## src/design/assert_macros.svh

```systemverilog
// Assertion macros shared by the peak decimator modules.
`ifndef ASSERT_MACROS_SVH
`define ASSERT_MACROS_SVH

// Condition must hold at every clock edge outside reset.
`define ASSERT_ALWAYS(label, cond, msg) \
    label: assert property (@(posedge clk) disable iff (!rst_n) (cond)) \
        else $error(msg);

// Same-cycle implication.
`define ASSERT_IMPLY(label, ante, cons, msg) \
    label: assert property (@(posedge clk) disable iff (!rst_n) (ante) |-> (cons)) \
        else $error(msg);

// Next-cycle implication.
`define ASSERT_NEXT(label, ante, cons, msg) \
    label: assert property (@(posedge clk) disable iff (!rst_n) (ante) |=> (cons)) \
        else $error(msg);

`endif

```

## src/design/dcpd_pkg.sv

```systemverilog
// Shared constants, types and register codes of the dual channel peak decimator.
package dcpd_pkg;

    localparam int MAX_WINDOW     = 4096;
    localparam int MAX_DELAY      = 4096;
    localparam int SAMPLE_BITS    = 24;
    localparam int BUF_DEPTH      = MAX_WINDOW + MAX_DELAY;
    localparam int ADDR_BITS      = $clog2(BUF_DEPTH);
    localparam int FILL_BITS      = $clog2(BUF_DEPTH + 2);
    localparam int CFG_BITS       = 13;
    localparam int CFG_INDEX_BITS = 2;
    localparam int WIN_BITS       = $clog2(MAX_WINDOW + 1);
    localparam int PHASE_BITS     = $clog2(MAX_WINDOW);
    localparam int ZR_BITS        = $clog2(MAX_DELAY + 1);

    localparam logic [CFG_INDEX_BITS-1:0] REG_WINDOW_LEN = 2'd0;
    localparam logic [CFG_INDEX_BITS-1:0] REG_DELAY_LEN  = 2'd1;
    localparam logic [CFG_INDEX_BITS-1:0] REG_DELAYED_CH = 2'd2;

    typedef logic signed [SAMPLE_BITS-1:0] sample_t;

    // Scan control from the sequencer to the extreme tracker.
    typedef struct packed {
        logic valid;
        logic first;
        logic zero_a;
        logic zero_b;
        logic load;
        logic short_a;
        logic short_b;
    } scan_ctl_t;

endpackage

```

## src/design/dcpd_ctrl.sv

```systemverilog
// Sequencer: configuration, buffer pointers, fills, window phase and scan addressing.
module dcpd_ctrl (
    input  logic                                   clk,
    input  logic                                   rst_n,
    input  logic                                   cfg_we,
    input  logic [dcpd_pkg::CFG_INDEX_BITS-1:0]    cfg_index,
    input  logic [dcpd_pkg::CFG_BITS-1:0]          cfg_data,
    input  logic                                   sample_valid,
    output logic                                   sample_ready,
    input  logic                                   out_busy,
    output logic                                   wr_en,
    output logic [dcpd_pkg::ADDR_BITS-1:0]         wr_addr_a,
    output logic [dcpd_pkg::ADDR_BITS-1:0]         wr_addr_b,
    output logic [dcpd_pkg::ADDR_BITS-1:0]         rd_addr,
    output dcpd_pkg::scan_ctl_t                    scan
);
    import dcpd_pkg::*;

    localparam logic [1:0] ST_IDLE  = 2'd0;
    localparam logic [1:0] ST_SCAN  = 2'd1;
    localparam logic [1:0] ST_DRAIN = 2'd2;
    localparam logic [1:0] ST_LOAD  = 2'd3;

    logic [1:0]            state_reg, state_next;
    logic [CFG_BITS-1:0]   window_len_reg, window_len_next;
    logic [CFG_BITS-1:0]   delay_len_reg, delay_len_next;
    logic                  delayed_ch_reg, delayed_ch_next;
    logic [ADDR_BITS-1:0]  head_reg, head_next;
    logic [FILL_BITS-1:0]  fill_a_reg, fill_a_next;
    logic [FILL_BITS-1:0]  fill_b_reg, fill_b_next;
    logic [ZR_BITS-1:0]    zr_a_reg, zr_a_next;
    logic [ZR_BITS-1:0]    zr_b_reg, zr_b_next;
    logic [PHASE_BITS-1:0] phase_reg, phase_next;
    logic                  started_reg, started_next;
    logic [WIN_BITS-1:0]   k_reg, k_next;
    logic                  rd_valid_reg, rd_valid_next;
    logic                  rd_first_reg, rd_first_next;
    logic                  rd_zero_a_reg, rd_zero_a_next;
    logic                  rd_zero_b_reg, rd_zero_b_next;

    logic [WIN_BITS-1:0]   win;
    logic [ZR_BITS-1:0]    delay_eff;
    logic                  accept;
    logic                  cfg_hit;
    logic                  drop;
    logic [FILL_BITS-1:0]  fa_inc, fb_inc;
    logic [WIN_BITS-1:0]   phase_inc;

    // Clamp the window register to its legal range.
    always_comb
    begin
        if (window_len_reg < CFG_BITS'(2))
        begin
            win = WIN_BITS'(2);
        end
        else if (window_len_reg > CFG_BITS'(MAX_WINDOW))
        begin
            win = WIN_BITS'(MAX_WINDOW);
        end
        else
        begin
            win = WIN_BITS'(window_len_reg);
        end
    end

    assign sample_ready = (state_reg == ST_IDLE);
    assign accept       = sample_valid && sample_ready;
    assign cfg_hit      = cfg_we && (cfg_index == REG_WINDOW_LEN ||
                                     cfg_index == REG_DELAY_LEN ||
                                     cfg_index == REG_DELAYED_CH);
    assign fa_inc       = fill_a_reg + FILL_BITS'(1);
    assign fb_inc       = fill_b_reg + FILL_BITS'(1);
    assign drop         = (fa_inc > FILL_BITS'(win)) && (fb_inc > FILL_BITS'(win));
    assign phase_inc    = WIN_BITS'(phase_reg) + WIN_BITS'(1);

    always_comb
    begin
        state_next      = state_reg;
        window_len_next = window_len_reg;
        delay_len_next  = delay_len_reg;
        delayed_ch_next = delayed_ch_reg;
        head_next       = head_reg;
        fill_a_next     = fill_a_reg;
        fill_b_next     = fill_b_reg;
        zr_a_next       = zr_a_reg;
        zr_b_next       = zr_b_reg;
        phase_next      = phase_reg;
        started_next    = started_reg;
        k_next          = k_reg;
        delay_eff       = '0;

        case (state_reg)
            ST_IDLE:
            begin
                if (accept)
                begin
                    // Push into both buffers, then drop the oldest pair if both overflow.
                    if (drop)
                    begin
                        head_next   = head_reg + ADDR_BITS'(1);
                        fill_a_next = fill_a_reg;
                        fill_b_next = fill_b_reg;
                        if (zr_a_reg != '0)
                        begin
                            zr_a_next = zr_a_reg - ZR_BITS'(1);
                        end
                        if (zr_b_reg != '0)
                        begin
                            zr_b_next = zr_b_reg - ZR_BITS'(1);
                        end
                    end
                    else
                    begin
                        fill_a_next = fa_inc;
                        fill_b_next = fb_inc;
                    end
                    started_next = 1'b1;
                    if (phase_inc >= win)
                    begin
                        phase_next = '0;
                    end
                    else
                    begin
                        phase_next = phase_inc[PHASE_BITS-1:0];
                    end
                    if (phase_reg == '0 && started_reg)
                    begin
                        state_next = ST_SCAN;
                        k_next     = '0;
                    end
                end
            end
            ST_SCAN:
            begin
                k_next = k_reg + WIN_BITS'(1);
                if (k_reg == win - WIN_BITS'(1))
                begin
                    state_next = ST_DRAIN;
                end
            end
            ST_DRAIN:
            begin
                state_next = ST_LOAD;
            end
            ST_LOAD:
            begin
                if (!out_busy)
                begin
                    state_next = ST_IDLE;
                end
            end
            default:
            begin
                state_next = ST_IDLE;
            end
        endcase

        // A write to any of the three listed registers restarts the buffers with the new settings.
        if (cfg_hit)
        begin
            case (cfg_index)
                REG_WINDOW_LEN: window_len_next = cfg_data;
                REG_DELAY_LEN:  delay_len_next  = cfg_data;
                REG_DELAYED_CH: delayed_ch_next = cfg_data[0];
                default:        window_len_next = window_len_reg;
            endcase
            if (delay_len_next > CFG_BITS'(MAX_DELAY))
            begin
                delay_eff = ZR_BITS'(MAX_DELAY);
            end
            else
            begin
                delay_eff = ZR_BITS'(delay_len_next);
            end
            state_next   = ST_IDLE;
            head_next    = '0;
            fill_a_next  = delayed_ch_next ? '0 : FILL_BITS'(delay_eff);
            fill_b_next  = delayed_ch_next ? FILL_BITS'(delay_eff) : '0;
            zr_a_next    = delayed_ch_next ? '0 : delay_eff;
            zr_b_next    = delayed_ch_next ? delay_eff : '0;
            phase_next   = '0;
            started_next = 1'b0;
            k_next       = '0;
        end
    end

    assign rd_valid_next  = (state_reg == ST_SCAN);
    assign rd_first_next  = (k_reg == '0);
    assign rd_zero_a_next = (FILL_BITS'(k_reg) < FILL_BITS'(zr_a_reg));
    assign rd_zero_b_next = (FILL_BITS'(k_reg) < FILL_BITS'(zr_b_reg));

    always_ff @(posedge clk or negedge rst_n)
    begin
        if (!rst_n)
        begin
            state_reg      <= ST_IDLE;
            window_len_reg <= CFG_BITS'(2);
            delay_len_reg  <= '0;
            delayed_ch_reg <= 1'b0;
            head_reg       <= '0;
            fill_a_reg     <= '0;
            fill_b_reg     <= '0;
            zr_a_reg       <= '0;
            zr_b_reg       <= '0;
            phase_reg      <= '0;
            started_reg    <= 1'b0;
            k_reg          <= '0;
            rd_valid_reg   <= 1'b0;
            rd_first_reg   <= 1'b0;
            rd_zero_a_reg  <= 1'b0;
            rd_zero_b_reg  <= 1'b0;
        end
        else
        begin
            state_reg      <= state_next;
            window_len_reg <= window_len_next;
            delay_len_reg  <= delay_len_next;
            delayed_ch_reg <= delayed_ch_next;
            head_reg       <= head_next;
            fill_a_reg     <= fill_a_next;
            fill_b_reg     <= fill_b_next;
            zr_a_reg       <= zr_a_next;
            zr_b_reg       <= zr_b_next;
            phase_reg      <= phase_next;
            started_reg    <= started_next;
            k_reg          <= k_next;
            rd_valid_reg   <= rd_valid_next;
            rd_first_reg   <= rd_first_next;
            rd_zero_a_reg  <= rd_zero_a_next;
            rd_zero_b_reg  <= rd_zero_b_next;
        end
    end

    assign wr_en     = accept;
    assign wr_addr_a = head_reg + fill_a_reg[ADDR_BITS-1:0];
    assign wr_addr_b = head_reg + fill_b_reg[ADDR_BITS-1:0];
    assign rd_addr   = head_reg + ADDR_BITS'(k_reg);

    assign scan.valid   = rd_valid_reg;
    assign scan.first   = rd_first_reg;
    assign scan.zero_a  = rd_zero_a_reg;
    assign scan.zero_b  = rd_zero_b_reg;
    assign scan.load    = (state_reg == ST_LOAD) && !out_busy;
    assign scan.short_a = (fill_a_reg < FILL_BITS'(win));
    assign scan.short_b = (fill_b_reg < FILL_BITS'(win));

    `include "assert_macros.svh"

    `ASSERT_ALWAYS(a_fill_bound, fill_a_reg <= FILL_BITS'(BUF_DEPTH) && fill_b_reg <= FILL_BITS'(BUF_DEPTH), "buffer fill beyond depth")
    `ASSERT_IMPLY(a_idle_fill, state_reg == ST_IDLE, fill_a_reg <= FILL_BITS'(win) || fill_b_reg <= FILL_BITS'(win), "both buffers longer than window")
    `ASSERT_IMPLY(a_scan_start, state_reg == ST_SCAN && !$past(state_reg == ST_SCAN), k_reg == '0, "scan did not start at first entry")

endmodule

```

## config.mk

```make
export PLATFORM = sky130hd
export DESIGN_NAME = dcpd_ctrl
export DESIGN_NICKNAME = d
export VERILOG_FILES = /design/src/design/dcpd_pkg.sv /design/src/design/dcpd_ctrl.sv
export VERILOG_INCLUDE_DIRS = /design/src /design/src/design
export SDC_FILE = /design/constraint.sdc
export NUM_CORES = 1
export LEC_CHECK = 0
export ABC_AREA = 1
export ABC_CLOCK_PERIOD_IN_PS = 3200
export BUFFER_PORTS_ARGS = -buffer_cell sky130_fd_sc_hd__buf_2
export CORE_ASPECT_RATIO = 0.7
export CORE_MARGIN = 4
export CORE_UTILIZATION = 43
export DETAILED_ROUTE_END_ITERATION = 10
export GPL_TIMING_DRIVEN = 0
export SLEW_MARGIN = 20
export SYNTH_ARGS = -nofsm -noshare
export SYNTH_HDL_FRONTEND = slang
export SYNTH_SLANG_ARGS = --single-unit
```

## constraint.sdc

```tcl
create_clock -name clk -period 3.2 [get_ports clk]
set_input_delay 0 -clock clk [delete_from_list [all_inputs] [get_ports clk]]
set_output_delay 0 -clock clk [all_outputs]
set_load 0.05 [all_outputs]
```

==> impl_results.rst <==
.. list-table::
   :header-rows: 1

   * - Metric
     - Value
   * - Outcome
     - finished with violations
   * - Violations in the final reports
     - setup timing
   * - Clock Skews
     - 14.1 ps
   * - Hold Path Cell Cnt
     - 6
   * - Highest achievable clock rate
     - 0.286 GHz
   * - RePlAce Congestion
     - 1.05
   * - Reg-to-reg startpoint
     - fill_a_reg[1]
   * - Yosys synthesis warning count
     - 0
   * - DP Worst Slack
     - -808 ps
   * - Vias
     - 12.0k
   * - Simple-gate share of the synthesized area
     - 0.276
   * - Final cycle utilization of the critical path
     - 1.09
   * - Cell at the root of the clock tree
     - clkbuf_16
   * - Power consumption
     - 12,900 uW
   * - Primary FF master, synth
     - dfrtp_1
   * - Total grt overflow
     - 0
   * - Area grow syn2layout
     - 28.6%
   * - Number of antenna repair diodes
     - 0
   * - Min-Delay Startpoint
     - out_busy
   * - Main combinational cell family by area after synthesis
     - simple AND/OR/NAND/NOR gates
   * - Leading cell type in the layout, fill and taps excluded
     - nand2_1
   * - Relative max-transition margin
     - 0.242
   * - Power per Cell Area
     - 873 mW/mm2
   * - Maximum number of buffers from clock root to sink
     - 2
   * - Async S/R FF share, synth
     - 1.00
   * - Kind of launch point of the worst setup path
     - flop
   * - Shortest period the worst path allows
     - 3500 ps
   * - Worst min-delay path endpoint
     - state_reg[0]
   * - Wire length of the first global-routing pass
     - 64,500 um
   * - Fraction of layout cells with a size suffix above 1
     - 0.214
   * - Reg2Reg Setup Slack
     - -300 ps
   * - Top cell type by total area after synthesis
     - dfrtp_1
   * - Capturing element type of the critical path
     - flop
   * - Net count, final
     - 1,967
   * - DR iter-0 viols
     - 1,058
   * - Sequential area share after synthesis
     - 0.274
   * - Area inside the core boundary
     - 0.0261 mm2
   * - Number of maximum-capacitance violations
     - 0
   * - Detailed placement HPWL
     - 31,500 um
   * - Setup WS post-layout
     - -300 ps
   * - Post-synthesis net count
     - 1,797
   * - # DRC
     - 0
   * - Post-synthesis xor/xnor area fraction
     - 0.0660
   * - WP data arrival
     - 3830 ps
   * - Setup tns final
     - -17,530 ps
   * - Reg2reg end
     - zr_a_reg[6]
   * - Clk slew on worst S/H paths
     - 60 ps
   * - Pin count of the biggest net entering global routing
     - 67
   * - Clock latency of the later-clocked register in the worst-skew pair
     - 450 ps
   * - IO Count
     - 68
   * - Via count of the first global-routing pass
     - 11.0k
   * - Number of unique standard cell types used by synthesis
     - 53
   * - Adder-cell area share of the yosys netlist
     - 0.156
   * - Synth top area share
     - 0.271
   * - Worst hold path class
     - in2reg
   * - Unrepaired setup endpoints after global routing
     - true
   * - Synthesized netlist cell count
     - 1,635
   * - Instance count after placement with tap cells included
     - 2,060
   * - Classification of the worst setup path
     - reg2reg
   * - Post-synthesis mux area share
     - 0.00977
   * - Number of enable-type register cells in the synthesized netlist
     - 0
   * - Fillers
     - 2,447
   * - Number of sinks on the clock net
     - 126
   * - Cell types with the largest area share after synthesis
     - dfrtp_1 27%, ha_1 15%, nand2_1 12%
   * - Detail Route Antenna Nets
     - 0
   * - Post-synthesis instance area
     - 0.0115 mm2
   * - Fin. max-slew vios
     - 0
   * - Gr usage total
     - 0.284
   * - Number of hold-slack violations in the final timing report
     - 0
   * - Num CTS Buffers
     - 17
   * - Number of optimization iterations in the first detailed-route pass
     - 6
   * - Total setup violations reported at the end of the flow
     - 69
   * - Leak
     - 0.00740 uW
   * - Routed wirelength normalized by instance count
     - 19.7 um
   * - TritonCTS clock tree
     - built
   * - Commonest cells after routing, fill and taps aside
     - 319 x nand2_1, 216 x inv_1, 133 x ha_1, 132 x nor2_1, 109 x dfrtp_1
   * - Register bit count reported by yosys
     - 126
   * - Max IR drop VDD
     - 0.794 mV
   * - Worst-Margin Slew
     - 1140 ps
   * - Number of non-filler instances in the completed layout
     - 2,175
   * - Overall die width
     - 204 um
   * - Final hold slack
     - 27.1 ps
   * - Total wire length after detailed routing
     - 42,800 um
   * - Maximum level of the CTS H-tree
     - 4
   * - Vias per Instance
     - 5.54
   * - Row count
     - 49
   * - Die area
     - 0.0295 mm2
   * - Worst R2R Path Depth
     - 22
   * - Synth Area per Inst
     - 7.05 um2
   * - Critical Path RT
     - 3530 ps
   * - Share of the synthesized area in compound gates (AO/OA/AOI/OAI)
     - 0.126
   * - Die outline height
     - 145 um
   * - I/O Buffers
     - 67
   * - Initial Utilization
     - 0.442
   * - Number of antenna violations at the first check in global routing
     - 1
   * - Critical Path Fanout Max
     - 10
==> timing repair <==
item	in CTS	in global routing
setup endpoints to repair	88	85
endpoints found under the hold margin	134	0
hold buffers	14	0
cloned	10	0
setup buffers	46	16
pin swaps	34	40
resized for setup	200	102
==> area by class of cell <==
type                       instances  area [um2]  share of cell area
clock inverter                    13         164              0.0111
timing repair buffer             151        1270              0.0859
multi-input combinational       1240        8150               0.550
buffer                            41         305              0.0206
clock buffer                      19         443              0.0299
tap                              357         447              0.0301
inverter                         228         867              0.0585
sequential                       126        3170               0.214
==> cell families (layout without fill, tap and decap cells) <==
logic type	Yosys count	count (layout)
and+or+nand+nor	742	743
buffers and inverters	270	452
AOI/OAI and AO/OA	259	259
adders and majority gates	142	142
DFF	126	126
xor gates and xnor gates	86	86
muxes	10	10
==> cell usage after synthesis, drive strengths merged (23+ instances only) <==
| cell | number |
|---|---|
| nand4 | 27 |
| nor2 | 167 |
| buf | 23 |
| dfrtp | 125 |
| nand3 | 123 |
| nand2 | 364 |
| o21ai | 117 |
| nor3 | 31 |
| xor2 | 67 |
| inv | 227 |
| a21oi | 93 |
| ha | 139 |
==> per-stage QoR <==
stage	utilization	cell area [um2]
2_1_floorplan	-	11500
3_3_place_gp	0.472	12300
3_5_place_dp	0.474	12300
4_1_cts	0.551	14400
5_1_grt	0.569	14800
6_report	0.569	14800
==> how the worst max path moves through the flow <==
stage	start	endpoint	slack (ps)	depth (start not counted)
after detailed placement	window_len_reg[3]	zr_a_reg[9]	-810	24
after floorplan	fill_a_reg[1]	fill_a_reg[7]	30	24
after CTS	fill_a_reg[1]	zr_a_reg[6]	-230	22
after global placement	window_len_reg[7]	head_reg[4]	-800	23
final	fill_a_reg[1]	zr_a_reg[6]	-300	22
after global routing	fill_a_reg[1]	zr_a_reg[4]	-550	22
==> power by group <==
group / internal [uW] / switching, uW
clock: 1250 / 819
combinational: 2960 / 5280
sequential: 2040 / 600
==> metal layers <==
layer,part of all wire,track usage,wire length (um),vias to the layer above
met5,0.00030,0,13,-
met4,0.022,0.0735,952,2
met3,0.10,0.0897,4460,72
met2,0.42,0.411,18000,543
met1,0.45,0.410,19400,5659
li1,-,-,-,5766
==> critical path, stage by stage (launching register included) <==
cell     delay (ps)
dfrtp_1         410
buf_6           120
ha_4            120
nand2_1          50
nor2_1          100
inv_1            70
nor2_2          130
nand2_2          90
nor2_4          120
buf_6           110
nand4_1         120
xor2_2          220
inv_1            70
ha_1            270
and3_4          200
nand2_4          50
o41ai_4         270
nand2_4         160
nand3_4         190
nand2_8         130
buf_8           220
nand3_1          70
nand2_1          70
(Power assumes the default switching activity.)
