[src/design/assert_macros.svh]
// Assertion macros shared by the peak decimator modules.
`ifndef ASSERT_MACROS_SVH
`define ASSERT_MACROS_SVH

// Condition must hold at every clock edge outside reset.
`define ASSERT_ALWAYS(label, cond, msg) \
    label: assert property (@(posedge clk) disable iff (!rst_n) (cond)) \
        else $error(msg);

// Same-cycle implication.
`define ASSERT_IMPLY(label, ante, cons, msg) \
    label: assert property (@(posedge clk) disable iff (!rst_n) (ante) |-> (cons)) \
        else $error(msg);

// Next-cycle implication.
`define ASSERT_NEXT(label, ante, cons, msg) \
    label: assert property (@(posedge clk) disable iff (!rst_n) (ante) |=> (cons)) \
        else $error(msg);

`endif

[src/design/dcpd_pkg.sv]
// Shared constants, types and register codes of the dual channel peak decimator.
package dcpd_pkg;

    localparam int MAX_WINDOW     = 4096;
    localparam int MAX_DELAY      = 4096;
    localparam int SAMPLE_BITS    = 24;
    localparam int BUF_DEPTH      = MAX_WINDOW + MAX_DELAY;
    localparam int ADDR_BITS      = $clog2(BUF_DEPTH);
    localparam int FILL_BITS      = $clog2(BUF_DEPTH + 2);
    localparam int CFG_BITS       = 13;
    localparam int CFG_INDEX_BITS = 2;
    localparam int WIN_BITS       = $clog2(MAX_WINDOW + 1);
    localparam int PHASE_BITS     = $clog2(MAX_WINDOW);
    localparam int ZR_BITS        = $clog2(MAX_DELAY + 1);

    localparam logic [CFG_INDEX_BITS-1:0] REG_WINDOW_LEN = 2'd0;
    localparam logic [CFG_INDEX_BITS-1:0] REG_DELAY_LEN  = 2'd1;
    localparam logic [CFG_INDEX_BITS-1:0] REG_DELAYED_CH = 2'd2;

    typedef logic signed [SAMPLE_BITS-1:0] sample_t;

    // Scan control from the sequencer to the extreme tracker.
    typedef struct packed {
        logic valid;
        logic first;
        logic zero_a;
        logic zero_b;
        logic load;
        logic short_a;
        logic short_b;
    } scan_ctl_t;

endpackage

[src/design/dcpd_peak.sv]
// Extreme tracker over the scanned window and the two-result output stage.
module dcpd_peak (
    input  logic                clk,
    input  logic                rst_n,
    input  dcpd_pkg::scan_ctl_t scan,
    input  dcpd_pkg::sample_t   rd_data_a,
    input  dcpd_pkg::sample_t   rd_data_b,
    output logic                out_busy,
    output logic                peak_valid,
    input  logic                peak_ready,
    output dcpd_pkg::sample_t   peak_a,
    output dcpd_pkg::sample_t   peak_b,
    output logic                is_minimum,
    output logic                last
);
    import dcpd_pkg::*;

    sample_t va, vb;
    sample_t max_a_reg, max_a_next, min_a_reg, min_a_next;
    sample_t max_b_reg, max_b_next, min_b_reg, min_b_next;
    sample_t omax_a_reg, omax_b_reg, omin_a_reg, omin_b_reg;
    logic    out_valid_reg, out_valid_next;
    logic    sel_reg, sel_next;

    // Preloaded entries of the delayed channel read as zero.
    assign va = scan.zero_a ? '0 : rd_data_a;
    assign vb = scan.zero_b ? '0 : rd_data_b;

    always_comb
    begin
        max_a_next = max_a_reg;
        min_a_next = min_a_reg;
        max_b_next = max_b_reg;
        min_b_next = min_b_reg;
        if (scan.valid)
        begin
            if (scan.first || va > max_a_reg)
            begin
                max_a_next = va;
            end
            if (scan.first || va < min_a_reg)
            begin
                min_a_next = va;
            end
            if (scan.first || vb > max_b_reg)
            begin
                max_b_next = vb;
            end
            if (scan.first || vb < min_b_reg)
            begin
                min_b_next = vb;
            end
        end
    end

    always_comb
    begin
        out_valid_next = out_valid_reg;
        sel_next       = sel_reg;
        if (scan.load)
        begin
            out_valid_next = 1'b1;
            sel_next       = 1'b0;
        end
        else if (out_valid_reg && peak_ready)
        begin
            // Advance from the maximum pair to the minimum pair, then drain.
            if (!sel_reg)
            begin
                sel_next = 1'b1;
            end
            else
            begin
                out_valid_next = 1'b0;
            end
        end
    end

    always_ff @(posedge clk)
    begin
        max_a_reg <= max_a_next;
        min_a_reg <= min_a_next;
        max_b_reg <= max_b_next;
        min_b_reg <= min_b_next;
        if (scan.load)
        begin
            omax_a_reg <= scan.short_a ? '0 : max_a_reg;
            omin_a_reg <= scan.short_a ? '0 : min_a_reg;
            omax_b_reg <= scan.short_b ? '0 : max_b_reg;
            omin_b_reg <= scan.short_b ? '0 : min_b_reg;
        end
    end

    always_ff @(posedge clk or negedge rst_n)
    begin
        if (!rst_n)
        begin
            out_valid_reg <= 1'b0;
            sel_reg       <= 1'b0;
        end
        else
        begin
            out_valid_reg <= out_valid_next;
            sel_reg       <= sel_next;
        end
    end

    assign out_busy   = out_valid_reg;
    assign peak_valid = out_valid_reg;
    assign peak_a     = sel_reg ? omin_a_reg : omax_a_reg;
    assign peak_b     = sel_reg ? omin_b_reg : omax_b_reg;
    assign is_minimum = sel_reg;
    assign last       = sel_reg;

    `include "assert_macros.svh"

    `ASSERT_IMPLY(a_load_free, scan.load, !out_valid_reg, "window loaded over pending results")
    `ASSERT_NEXT(a_min_follows, out_valid_reg && peak_ready && !sel_reg, out_valid_reg && sel_reg, "minimum pair did not follow maximum pair")

endmodule

[config.mk]
export PLATFORM = sky130hd
export DESIGN_NAME = dcpd_peak
export DESIGN_NICKNAME = d
export VERILOG_FILES = /design/src/design/dcpd_pkg.sv /design/src/design/dcpd_peak.sv
export VERILOG_INCLUDE_DIRS = /design/src /design/src/design
export SDC_FILE = /design/constraint.sdc
export NUM_CORES = 1
export LEC_CHECK = 0
export BUFFER_PORTS_ARGS = -buffer_cell sky130_fd_sc_hd__buf_2
export CAP_MARGIN = 20
export CORE_UTILIZATION = 63
export DETAILED_ROUTE_END_ITERATION = 10
export GPL_ROUTABILITY_DRIVEN = 0
export PLACE_DENSITY = 0.95
export SKIP_LAST_GASP = 1
export SYNTH_ARGS = -nofsm -noshare
export SYNTH_HDL_FRONTEND = slang
export SYNTH_SLANG_ARGS = --single-unit
[constraint.sdc]
create_clock -name clk -period 8.3 [get_ports clk]
set_clock_uncertainty 0.2 [all_clocks]
set_input_delay 2.075 -clock clk [delete_from_list [all_inputs] [get_ports clk]]
set_output_delay 2.075 -clock clk [all_outputs]
set_load 0.05 [all_outputs]
==> flow_summary.json, run 1 <==
{
  "netSwitchingFraction_pct": 26.9,
  "worst_slew_margin_rel_pct": 39.3,
  "first_pass_iters": 5,
  "setup_total_negative_slack_ns": 0,
  "finalMaxSlewViolations": 0,
  "fmax_mhz": 180,
  "cts_made_buffers": 17,
  "power.sequential.fraction_pct": 49.0,
  "drcViolationCount": 0,
  "setup_slack_ns": 2.74,
  "number_of_global_route_vias_before_repair": 6341,
  "timing_worst_slew_pin_value_ns": 0.911,
  "timing.final.crit_share_pct": 67.0,
  "grt_pass1_wl_microns": 31500,
  "met1Wirelength_microns": 8230,
  "start_util_pct": 65.7,
  "met2_length_microns": 9700,
  "n_antenna_cell": 0,
  "synth_ff_type": "sky130_fd_sc_hd__edfxtp_1",
  "synth_compound_gate_area_share_pct": 6.03,
  "number_of_setup_buffers_added_after_cts": 0,
  "grt_remaining_overflow": 0,
  "cts_tree": "done",
  "outcome": "finished, final reports clean",
  "final_layout_size_suffix_gt1_share_pct": 22.3,
  "final_nets": 1011,
  "placement.io_buffers": 109,
  "syn-cell-area_sq_mm": 0.00969,
  "synth.top_cells.by_area": "sky130_fd_sc_hd__edfxtp_1, sky130_fd_sc_hd__ha_1, sky130_fd_sc_hd__mux2_2",
  "clock_tree.buffer_depth": 2,
  "synth_top_area_cell": "sky130_fd_sc_hd__edfxtp_1",
  "crit_required_ns": 8.22,
  "topRoutingLayerUsed": "met4",
  "worst_setup_hold_path_clk_slew_ns": 0.06,
  "cts_repair_resize_count": 0,
  "wl_per_cell_microns": 18.8,
  "critPathLaunchType": "input pin",
  "cts_num_sinks": 194,
  "post_cts_hold_buffer_count": 0,
  "power.leakage_nw": 4.74,
  "detailedPlacementHpwl_microns": 13600,
  "final_period_minus_worst_setup_slack_ns": 5.56,
  "power_switching_w": 0.000658,
  "report.final.setup_viol": 0,
  "synthSimpleGateAreaFrac_pct": 12.3,
  "highest_fanout_seen_on_the_critical_path": 29,
  "clkLatencyLatePin_ns": 0.44,
  "routed-via-count": 6323,
  "min-delay-path-class": "reg -> reg",
  "floorplan.die_area_sq_mm": 0.0159,
  "die_h_microns": 126,
  "drt-initial-drc-count": 535,
  "ant_nets": 0,
  "critical_path.slowest_cell": "sky130_fd_sc_hd__a2111oi_4",
  "core_area_sq_mm": 0.0148,
  "main_combinational_cell_family_by_area_after_synthesis": "simple AND/OR/NAND/NOR gates",
  "postSynthNetCount": 901,
  "report.final.hold_viol_count": 0,
  "mapped_avg_cell_area_sq_um": 12.7,
  "die_span_in_x_microns": 126,
  "synthAdderAreaFrac_pct": 10.9,
  "postSynthRegisterBits": 194,
  "synth-edff-count": 192,
  "syn-instance-count": 761,
  "synth_most_common_cell": "sky130_fd_sc_hd__edfxtp_1",
  "power.share.combinational_pct": 17.7,
  "kind_of_critical_path": "in -> reg",
  "power.internal_w": 0.00179,
  "antenna_violations_before_repair": 0,
  "multiInputGateArea_sq_mm": 0.00344,
  "arrival_ns": 5.48,
  "crit_path_end_kind": "flop",
  "yosys.cell_types.count": 53,
  "cpPeakStageDelay_ns": 0.75,
  "rrSetupSlack_ns": 4.74,
  "timing.critical_path.cells": "buf_2 > nor2b_1 > ha_1 > nand4_1 > or3_1 > o31ai_1 > or4_1 > nor3_1 > a2111oi_4 > buf_4",
  "synthDominantCellAreaShare_pct": 59.5,
  "postSynth.asyncResetShare_pct": 1.03,
  "ff_latch_area_sq_mm": 0.00582,
  "io-pin-count": 110,
  "dr_wl_met3_microns": 1350,
  "htree_levels": 4,
  "post_synth_xor_area_fraction_pct": 0.542,
  "pwr_density_cell_mw_per_mm2": 221,
  "yosysWarnings": 0,
  "globalRouteTotalUtil_pct": 26.3,
  "fraction_of_the_yosys_area_taken_by_sequential_cells_pct": 60.0,
  "fill_cells": 885,
  "avgViaCountPerCell": 5.92,
  "cts.root.buffer_cell": "sky130_fd_sc_hd__clkbuf_16",
  "post_synth_top_cells": "sky130_fd_sc_hd__edfxtp_1, sky130_fd_sc_hd__nor2_1, sky130_fd_sc_hd__inv_1",
  "rsz_0062_raised_after_global_routing": "false",
  "flow.area_growth_from_synthesis_pct": 14.0,
  "row_count": 44,
  "drv.max_cap_violation_count": 0,
  "dp_slack_ns": 2.24,
  "clock_power_share_pct": 33.4,
  "yosys-mux-area-fraction_pct": 5.68,
  "grt_max_degree": 69,
  "wl_microns": 20000,
  "irDropWorstVdd_mv": 0.194
}
[logic make-up after synthesis]
kind of cell	count (synthesis)
simple gates	230
flops	194
buf+inv	115
fa+ha+maj	85
compound gates	82
mux	49
xor+xnor	6
[power by group through the flow]
stage / combinational (W) / sequential (W) / clock, W
floorplan: 0.000297 / 0.00121 / 0
global placement: 0.000398 / 0.00121 / 0
detailed placement: 0.000413 / 0.00122 / 0
CTS: 0.000421 / 0.00120 / 0.000818
global route: 0.000464 / 0.00120 / 0.000861
finish: 0.000432 / 0.00120 / 0.000816
[routing by layer]
metal,GRT usage (%),vias up
met5,0,-
met4,13.3,0
met3,5.35,58
met2,43.1,286
met1,33.6,3027
li1,-,2952
[critical path, delay by kind of cell]
kind,cells,cell delay [ns]
simple gates,5,1.08
compound gates,2,1.00
buf+inv,2,0.86
fa+ha+maj,1,0.44
[through the flow]
stage               hold WS, ns  util (%)  std cells  total power (W)  area [sq um]
floorplan                 0.331         -        761          0.00151          9690
global placement          0.296      70.6       1034          0.00161         10400
detailed placement        0.322      70.6       1034          0.00163         10400
CTS                       0.337      74.5       1066          0.00244         11000
global route              0.359      74.9       1068          0.00253         11000
finish                    0.326      74.9       1068          0.00245         11000
[path summary, 6_finish.rpt]
path | start | end | cells past startpoint
setup / recovery | scan[3] | min_b_reg[0]$_DFFE_PP_ | 10
min in group asynchronous | rst_n | is_minimum$_DFFE_PN0P_ | 1
hold reg to reg | out_busy$_DFFE_PN0P_ | out_busy$_DFFE_PN0P_ | 1
hold / removal | out_busy$_DFFE_PN0P_ | out_busy$_DFFE_PN0P_ | 1
setup reg to reg | min_b_reg[13]$_DFFE_PP_ | min_b_reg[0]$_DFFE_PP_ | 9
max in group asynchronous | rst_n | is_minimum$_DFFE_PN0P_ | 1
[area by class of cell]
type / count / area share (%)
Sequential cell: 194 / 52.7
Multi-Input combinational cell: 452 / 31.2
Timing Repair Buffer: 115 / 5.73
Clock buffer: 22 / 4.02
Inverter: 91 / 3.09
Tap cell: 184 / 2.08
Clock inverter: 10 / 1.25
[cells in the final DEF, fill, tap and decap left out, types with 4 or more instances in the layout]
cell,n
sky130_fd_sc_hd__nand2_1,9
sky130_fd_sc_hd__a31oi_1,5
sky130_fd_sc_hd__mux2_2,48
sky130_fd_sc_hd__nand3_1,5
sky130_fd_sc_hd__a211oi_1,7
sky130_fd_sc_hd__or3_1,4
sky130_fd_sc_hd__a21o_1,17
sky130_fd_sc_hd__nor2_1,97
sky130_fd_sc_hd__nand2b_1,8
sky130_fd_sc_hd__a21oi_1,22
sky130_fd_sc_hd__clkbuf_1,5
sky130_fd_sc_hd__o21ai_0,6
sky130_fd_sc_hd__nor2b_1,66
sky130_fd_sc_hd__nand4_1,19
sky130_fd_sc_hd__nor3_1,10
sky130_fd_sc_hd__clkbuf_16,17
sky130_fd_sc_hd__o211ai_1,4
sky130_fd_sc_hd__buf_4,5
sky130_fd_sc_hd__edfxtp_1,192
sky130_fd_sc_hd__buf_2,108
sky130_fd_sc_hd__ha_1,82
sky130_fd_sc_hd__inv_1,91
(Power assumes the default switching activity.)
==> run 2, diff against run 1 <==
--- a/config.mk
+++ b/config.mk
@@ -8,10 +8,10 @@
 export LEC_CHECK = 0
 export BUFFER_PORTS_ARGS = -buffer_cell sky130_fd_sc_hd__buf_2
 export CAP_MARGIN = 20
-export CORE_UTILIZATION = 63
+export CORE_UTILIZATION = 59
 export DETAILED_ROUTE_END_ITERATION = 10
 export GPL_ROUTABILITY_DRIVEN = 0
-export PLACE_DENSITY = 0.95
+export PLACE_DENSITY = 0.9
 export SKIP_LAST_GASP = 1
 export SYNTH_ARGS = -nofsm -noshare
 export SYNTH_HDL_FRONTEND = slang
==> constraint.sdc (replaced) <==
create_clock -name clk -period 5.8 [get_ports clk]
set_clock_uncertainty 0.2 [all_clocks]
set_input_delay 1.45 -clock clk [delete_from_list [all_inputs] [get_ports clk]]
set_output_delay 1.45 -clock clk [all_outputs]
set_load 0.05 [all_outputs]
==> flow_summary.json, run 2 (synthesis gave the netlist of run 1 again) <==
{
  "kind_of_critical_path": "in -> reg",
  "finalMaxSlewViolations": 0,
  "highest_fanout_seen_on_the_critical_path": 28,
  "cpPeakStageDelay_ns": 0.54,
  "arrival_ns": 4.63,
  "globalRouteTotalUtil_pct": 24.6,
  "cts_tree": "done",
  "post_cts_hold_buffer_count": 0,
  "placement.io_buffers": 109,
  "min-delay-path-class": "reg -> reg",
  "final_hold_slack_ns": 0.339,
  "grt_max_degree": 52,
  "pwr_density_cell_mw_per_mm2": 316,
  "final_common_cell": "sky130_fd_sc_hd__edfxtp_1",
  "core_area_sq_mm": 0.0159,
  "critical_path.slowest_cell": "sky130_fd_sc_hd__or4_4",
  "hold-path-endpoint": "out_busy$_DFFE_PN0P_",
  "min_from": "out_busy$_DFFE_PN0P_",
  "r2r.worst_path.cells": 10,
  "grt_remaining_overflow": 0,
  "power.leakage_nw": 4.74,
  "clock_tree.buffer_depth": 2,
  "fmax_mhz": 212,
  "antenna_violations_before_repair": 0,
  "outcome": "finished, final reports clean",
  "wl_per_cell_microns": 17.8,
  "die_span_in_x_microns": 130,
  "worst_hold_path.num_cells": 1,
  "stdcell_count": 1101,
  "n_antenna_cell": 0,
  "setup_total_negative_slack_ns": 0,
  "crit_path_end_kind": "flop",
  "number_of_setup_buffers_added_after_cts": 0,
  "worst_path_dominant_cell_family": "simple AND/OR/NAND/NOR gates",
  "cts.root.buffer_cell": "sky130_fd_sc_hd__clkbuf_16",
  "htree_levels": 4,
  "wl_microns": 19600,
  "rrSetupSlack_ns": 2.44,
  "number_of_global_route_vias_before_repair": 6154,
  "floorplan.die_area_sq_mm": 0.0169,
  "clkLatencyLatePin_ns": 0.44,
  "crit_required_ns": 5.71,
  "avgViaCountPerCell": 5.61,
  "crit_buf_inv": 2,
  "worst_setup_hold_path_clk_slew_ns": 0.07,
  "drcViolationCount": 0,
  "flow.area_growth_from_synthesis_pct": 14.4,
  "row_count": 46,
  "report.final.setup_viol": 0,
  "irDropWorstVdd_mv": 0.255,
  "cts_repair_resize_count": 0,
  "layout.cells.most_common_list": "sky130_fd_sc_hd__edfxtp_1, sky130_fd_sc_hd__buf_2, sky130_fd_sc_hd__nor2_1, sky130_fd_sc_hd__inv_1, sky130_fd_sc_hd__ha_1",
  "io-pin-count": 110,
  "die_h_microns": 130,
  "start_util_pct": 60.8,
  "timing_worst_slew_pin_value_ns": 0.912,
  "worst_slew_margin_rel_pct": 39.2,
  "critPathLaunchType": "input pin",
  "final_nets": 1012,
  "timing.critical_path.cells": "buf_2 > nor2b_1 > ha_1 > nand4_1 > or2_1 > or4_4 > nor4b_2 > a21oi_1 > mux2i_1 > o21a_1 > buf_4",
  "ant_nets": 0,
  "grt_pass1_wl_microns": 30900,
  "cts_num_sinks": 194,
  "rr_endpoint": "min_a_reg[19]$_DFFE_PP_",
  "drv.max_cap_violation_count": 0,
  "cts_made_buffers": 17,
  "detailedPlacementHpwl_microns": 13800,
  "first_pass_iters": 6,
  "rsz_0062_raised_after_global_routing": "false",
  "final_layout_size_suffix_gt1_share_pct": 22.7,
  "drt-initial-drc-count": 509,
  "placed_cells_incl_taps": 1068,
  "final_period_minus_worst_setup_slack_ns": 4.72,
  "timing.final.crit_share_pct": 81.3,
  "report.final.hold_viol_count": 0,
  "rr_startpoint": "min_a_reg[20]$_DFFE_PP_",
  "routed-via-count": 6172
}
run 2: changes by cell type in the layout (fill, tap and decap cells not counted), sizes merged:
| cell | before | now |
|---|---|---|
| clkbuf | 22 | 19 |
| clkinvlp | 2 | 4 |
| buf | 115 | 116 |
| inv | 91 | 92 |
run 2: metrics by stage:
stage / setup slack [ns] / power [W] / utilization [%] / cell area, sq um
6_report: 1.08 / 0.00350 / 69.5 / 11100
5_1_grt: 0.886 / 0.00362 / 69.5 / 11100
4_1_cts: 1.03 / 0.00350 / 69.4 / 11100
3_5_place_dp: 0.562 / 0.00234 / 65.6 / 10500
3_3_place_gp: 0.742 / 0.00231 / 65.6 / 10500
2_1_floorplan: 0.200 / 0.00216 / - / 9690
run 2: worst max path at each step:
stage	end	slack, ns	cells after the start	startpoint
2_1_floorplan	min_b_reg[0]$_DFFE_PP_	0.20	10	scan[3]
4_1_cts	max_a_reg[21]$_DFFE_PP_	1.03	10	scan[4]
6_report	min_a_reg[19]$_DFFE_PP_	1.08	11	scan[4]
5_1_grt	min_a_reg[19]$_DFFE_PP_	0.89	11	scan[4]
3_3_place_gp	min_a_reg[5]$_DFFE_PP_	0.74	11	scan[4]
3_5_place_dp	max_a_reg[5]$_DFFE_PP_	0.56	10	scan[4]
run 2: cell type report:
class | count | area [sq um]
sequential | 194 | 5820
fill | 1122 | 4850
multi-input combinational | 452 | 3440
timing repair buffer | 116 | 621
clock buffer | 19 | 433
inverter | 91 | 342
tap | 216 | 270
clock inverter | 13 | 161
run 2: routing by layer:
| metal | track usage (%) | share of wire, % | up-vias |
|---|---|---|---|
| li1 | - | - | 2960 |
| met1 | 32.7 | 44 | 2964 |
| met2 | 39.3 | 48 | 209 |
| met3 | 4.63 | 5.3 | 39 |
| met4 | 11.4 | 2.4 | 0 |
| met5 | 0 | 0 | - |
run 2: power by group:
| group | internal [W] | switching (W) | total (W) |
|---|---|---|---|
| Clock | 0.000678 | 0.000505 | 0.00118 |
| Sequential | 0.00168 | 0.0000399 | 0.00172 |
| Combinational | 0.000199 | 0.000403 | 0.000602 |
==> run 3, diff against run 2 <==
==> constraint.sdc (replaced) <==
create_clock -name clk -period 4.6 [get_ports clk]
set_clock_uncertainty 0.2 [all_clocks]
set_input_delay 1.15 -clock clk [delete_from_list [all_inputs] [get_ports clk]]
set_output_delay 1.15 -clock clk [all_outputs]
set_load 0.05 [all_outputs]
==> flow_summary.json, run 3 (synthesis gave the netlist of run 1 again) <==
{
  "grt_remaining_overflow": 0,
  "rr_startpoint": "min_b_reg[23]$_DFFE_PP_",
  "avgViaCountPerCell": 5.67,
  "number_of_setup_buffers_added_after_cts": 0,
  "topRoutingLayerUsed": "met4",
  "outcome": "finished, final reports clean",
  "rr_endpoint": "min_b_reg[5]$_DFFE_PP_",
  "dp_slack_ns": 0.263,
  "irDropWorstVdd_mv": 0.321,
  "final_layout_size_suffix_gt1_share_pct": 23.3,
  "timing_worst_slew_pin_value_ns": 0.955,
  "drt-initial-drc-count": 459,
  "cts_num_sinks": 194,
  "timing.final.crit_share_pct": 85.5,
  "number_of_global_route_vias_before_repair": 6351,
  "n_antenna_cell": 0,
  "rsz_0062_raised_after_global_routing": "false",
  "kind_of_critical_path": "in -> reg",
  "setup_total_negative_slack_ns": 0,
  "placement.io_buffers": 109,
  "die_span_in_x_microns": 130,
  "cts.root.buffer_cell": "sky130_fd_sc_hd__clkbuf_16",
  "final_common_cell": "sky130_fd_sc_hd__edfxtp_1",
  "arrival_ns": 3.86,
  "crit_path_end_kind": "flop",
  "timing.critical_path.cells": "buf_2 > nor2b_1 > ha_1 > nand4_1 > or3_1 > o31ai_1 > or4_4 > nor3_1 > a2111oi_4 > buf_4",
  "detailedPlacementHpwl_microns": 14000,
  "r2r.worst_path.cells": 9,
  "htree_levels": 4,
  "antenna_violations_before_repair": 0,
  "wl_per_cell_microns": 18.4,
  "crit_required_ns": 4.53,
  "globalRouteTotalUtil_pct": 25.0,
  "clock_power_share_pct": 33.8,
  "routed-via-count": 6287,
  "drv.max_cap_violation_count": 0,
  "post_cts_hold_buffer_count": 0,
  "fmax_mhz": 254,
  "row_count": 46,
  "cts_repair_resize_count": 0,
  "final_period_minus_worst_setup_slack_ns": 3.93,
  "power.share.combinational_pct": 17.4,
  "cpPeakStageDelay_ns": 0.43,
  "met2_length_microns": 10200,
  "worst_setup_hold_path_clk_slew_ns": 0.07,
  "ant_nets": 0,
  "min-delay-path-class": "in -> async",
  "fill_cells": 1055,
  "clock_tree.buffer_depth": 2,
  "met1Wirelength_microns": 8360,
  "power_switching_w": 0.00121,
  "report.final.hold_viol_count": 0,
  "layout.cells.most_common_list": "sky130_fd_sc_hd__edfxtp_1, sky130_fd_sc_hd__buf_2, sky130_fd_sc_hd__nor2_1, sky130_fd_sc_hd__inv_1, sky130_fd_sc_hd__ha_1",
  "power.internal_w": 0.00323,
  "report.final.setup_viol": 0,
  "wl_microns": 20300,
  "cts_tree": "done",
  "cts_made_buffers": 17,
  "netSwitchingFraction_pct": 27.3,
  "die_h_microns": 130,
  "clkLatencyLatePin_ns": 0.44,
  "critical_path.slowest_cell": "sky130_fd_sc_hd__or3_1",
  "drcViolationCount": 0,
  "power.leakage_nw": 4.75,
  "first_pass_iters": 4,
  "pwr_density_cell_mw_per_mm2": 399,
  "floorplan.die_area_sq_mm": 0.0169,
  "final_nets": 1019,
  "flow.area_growth_from_synthesis_pct": 14.8,
  "grt_max_degree": 70,
  "rrSetupSlack_ns": 1.48,
  "start_util_pct": 60.8,
  "grt_pass1_wl_microns": 31300,
  "highest_fanout_seen_on_the_critical_path": 15,
  "io-pin-count": 110,
  "critPathLaunchType": "input pin",
  "core_area_sq_mm": 0.0159,
  "worst_slew_margin_rel_pct": 36.3,
  "power.sequential.fraction_pct": 48.8,
  "setup_slack_ns": 0.666,
  "finalMaxSlewViolations": 0,
  "dr_wl_met3_microns": 1200
}
run 3: power by group through the flow:
stage               combinational [W]  sequential, W  clock, W
floorplan                    0.000539        0.00219         0
global placement             0.000726        0.00219         0
detailed placement           0.000754        0.00220         0
CTS                          0.000770        0.00217   0.00150
global route                 0.000832        0.00218   0.00157
finish                       0.000771        0.00216   0.00150
run 3: cell type report:
cell class	count	area, sq um	area share (%)
clock inverters	12	158	1.42
inverters	91	342	3.07
multi-input cells	452	3450	31.0
repair buffers	123	653	5.87
flip-flops and latches	194	5820	52.3
well taps	216	270	2.43
clock buffers	20	437	3.92
run 3: worst max path at each step:
stage / start / endpoint / slack (ns) / cells past startpoint
2_1_floorplan: scan[3] / min_b_reg[0]$_DFFE_PP_ / 0.02 / 10
3_3_place_gp: scan[4] / min_a_reg[1]$_DFFE_PP_ / 0.30 / 11
3_5_place_dp: scan[4] / min_a_reg[4]$_DFFE_PP_ / 0.26 / 11
4_1_cts: scan[4] / min_a_reg[6]$_DFFE_PP_ / 0.70 / 11
5_1_grt: scan[4] / min_a_reg[7]$_DFFE_PP_ / 0.52 / 11
6_report: scan[3] / min_b_reg[5]$_DFFE_PP_ / 0.67 / 10
run 3: routing by layer:
layer | vias up | global-route usage, %
li1 | 2969 | -
met2 | 236 | 42.0
met4 | 0 | 12.0
met3 | 48 | 5.13
met5 | - | 0
met1 | 3034 | 31.2
run 3: critical path, delay by kind of cell:
kind                       cells  cell delay (ns)
and+or+nand+nor                5             1.05
AOI/OAI and AO/OA              2             0.66
adders and majority gates      1             0.40
buffers and inverters          2             0.60
run 3: per-stage QoR:
step                      hold WS (ns)  instances  cell area (sq um)  total power, W  utilization [%]
final                            0.285       1108              11100         0.00444             69.8
after global routing             0.274       1108              11100         0.00458             69.8
after CTS                        0.273       1108              11100         0.00444             69.8
after detailed placement         0.319       1076              10500         0.00296             66.1
after global placement           0.301       1076              10500         0.00292             66.1
after floorplan                  0.331        761               9710         0.00273                -
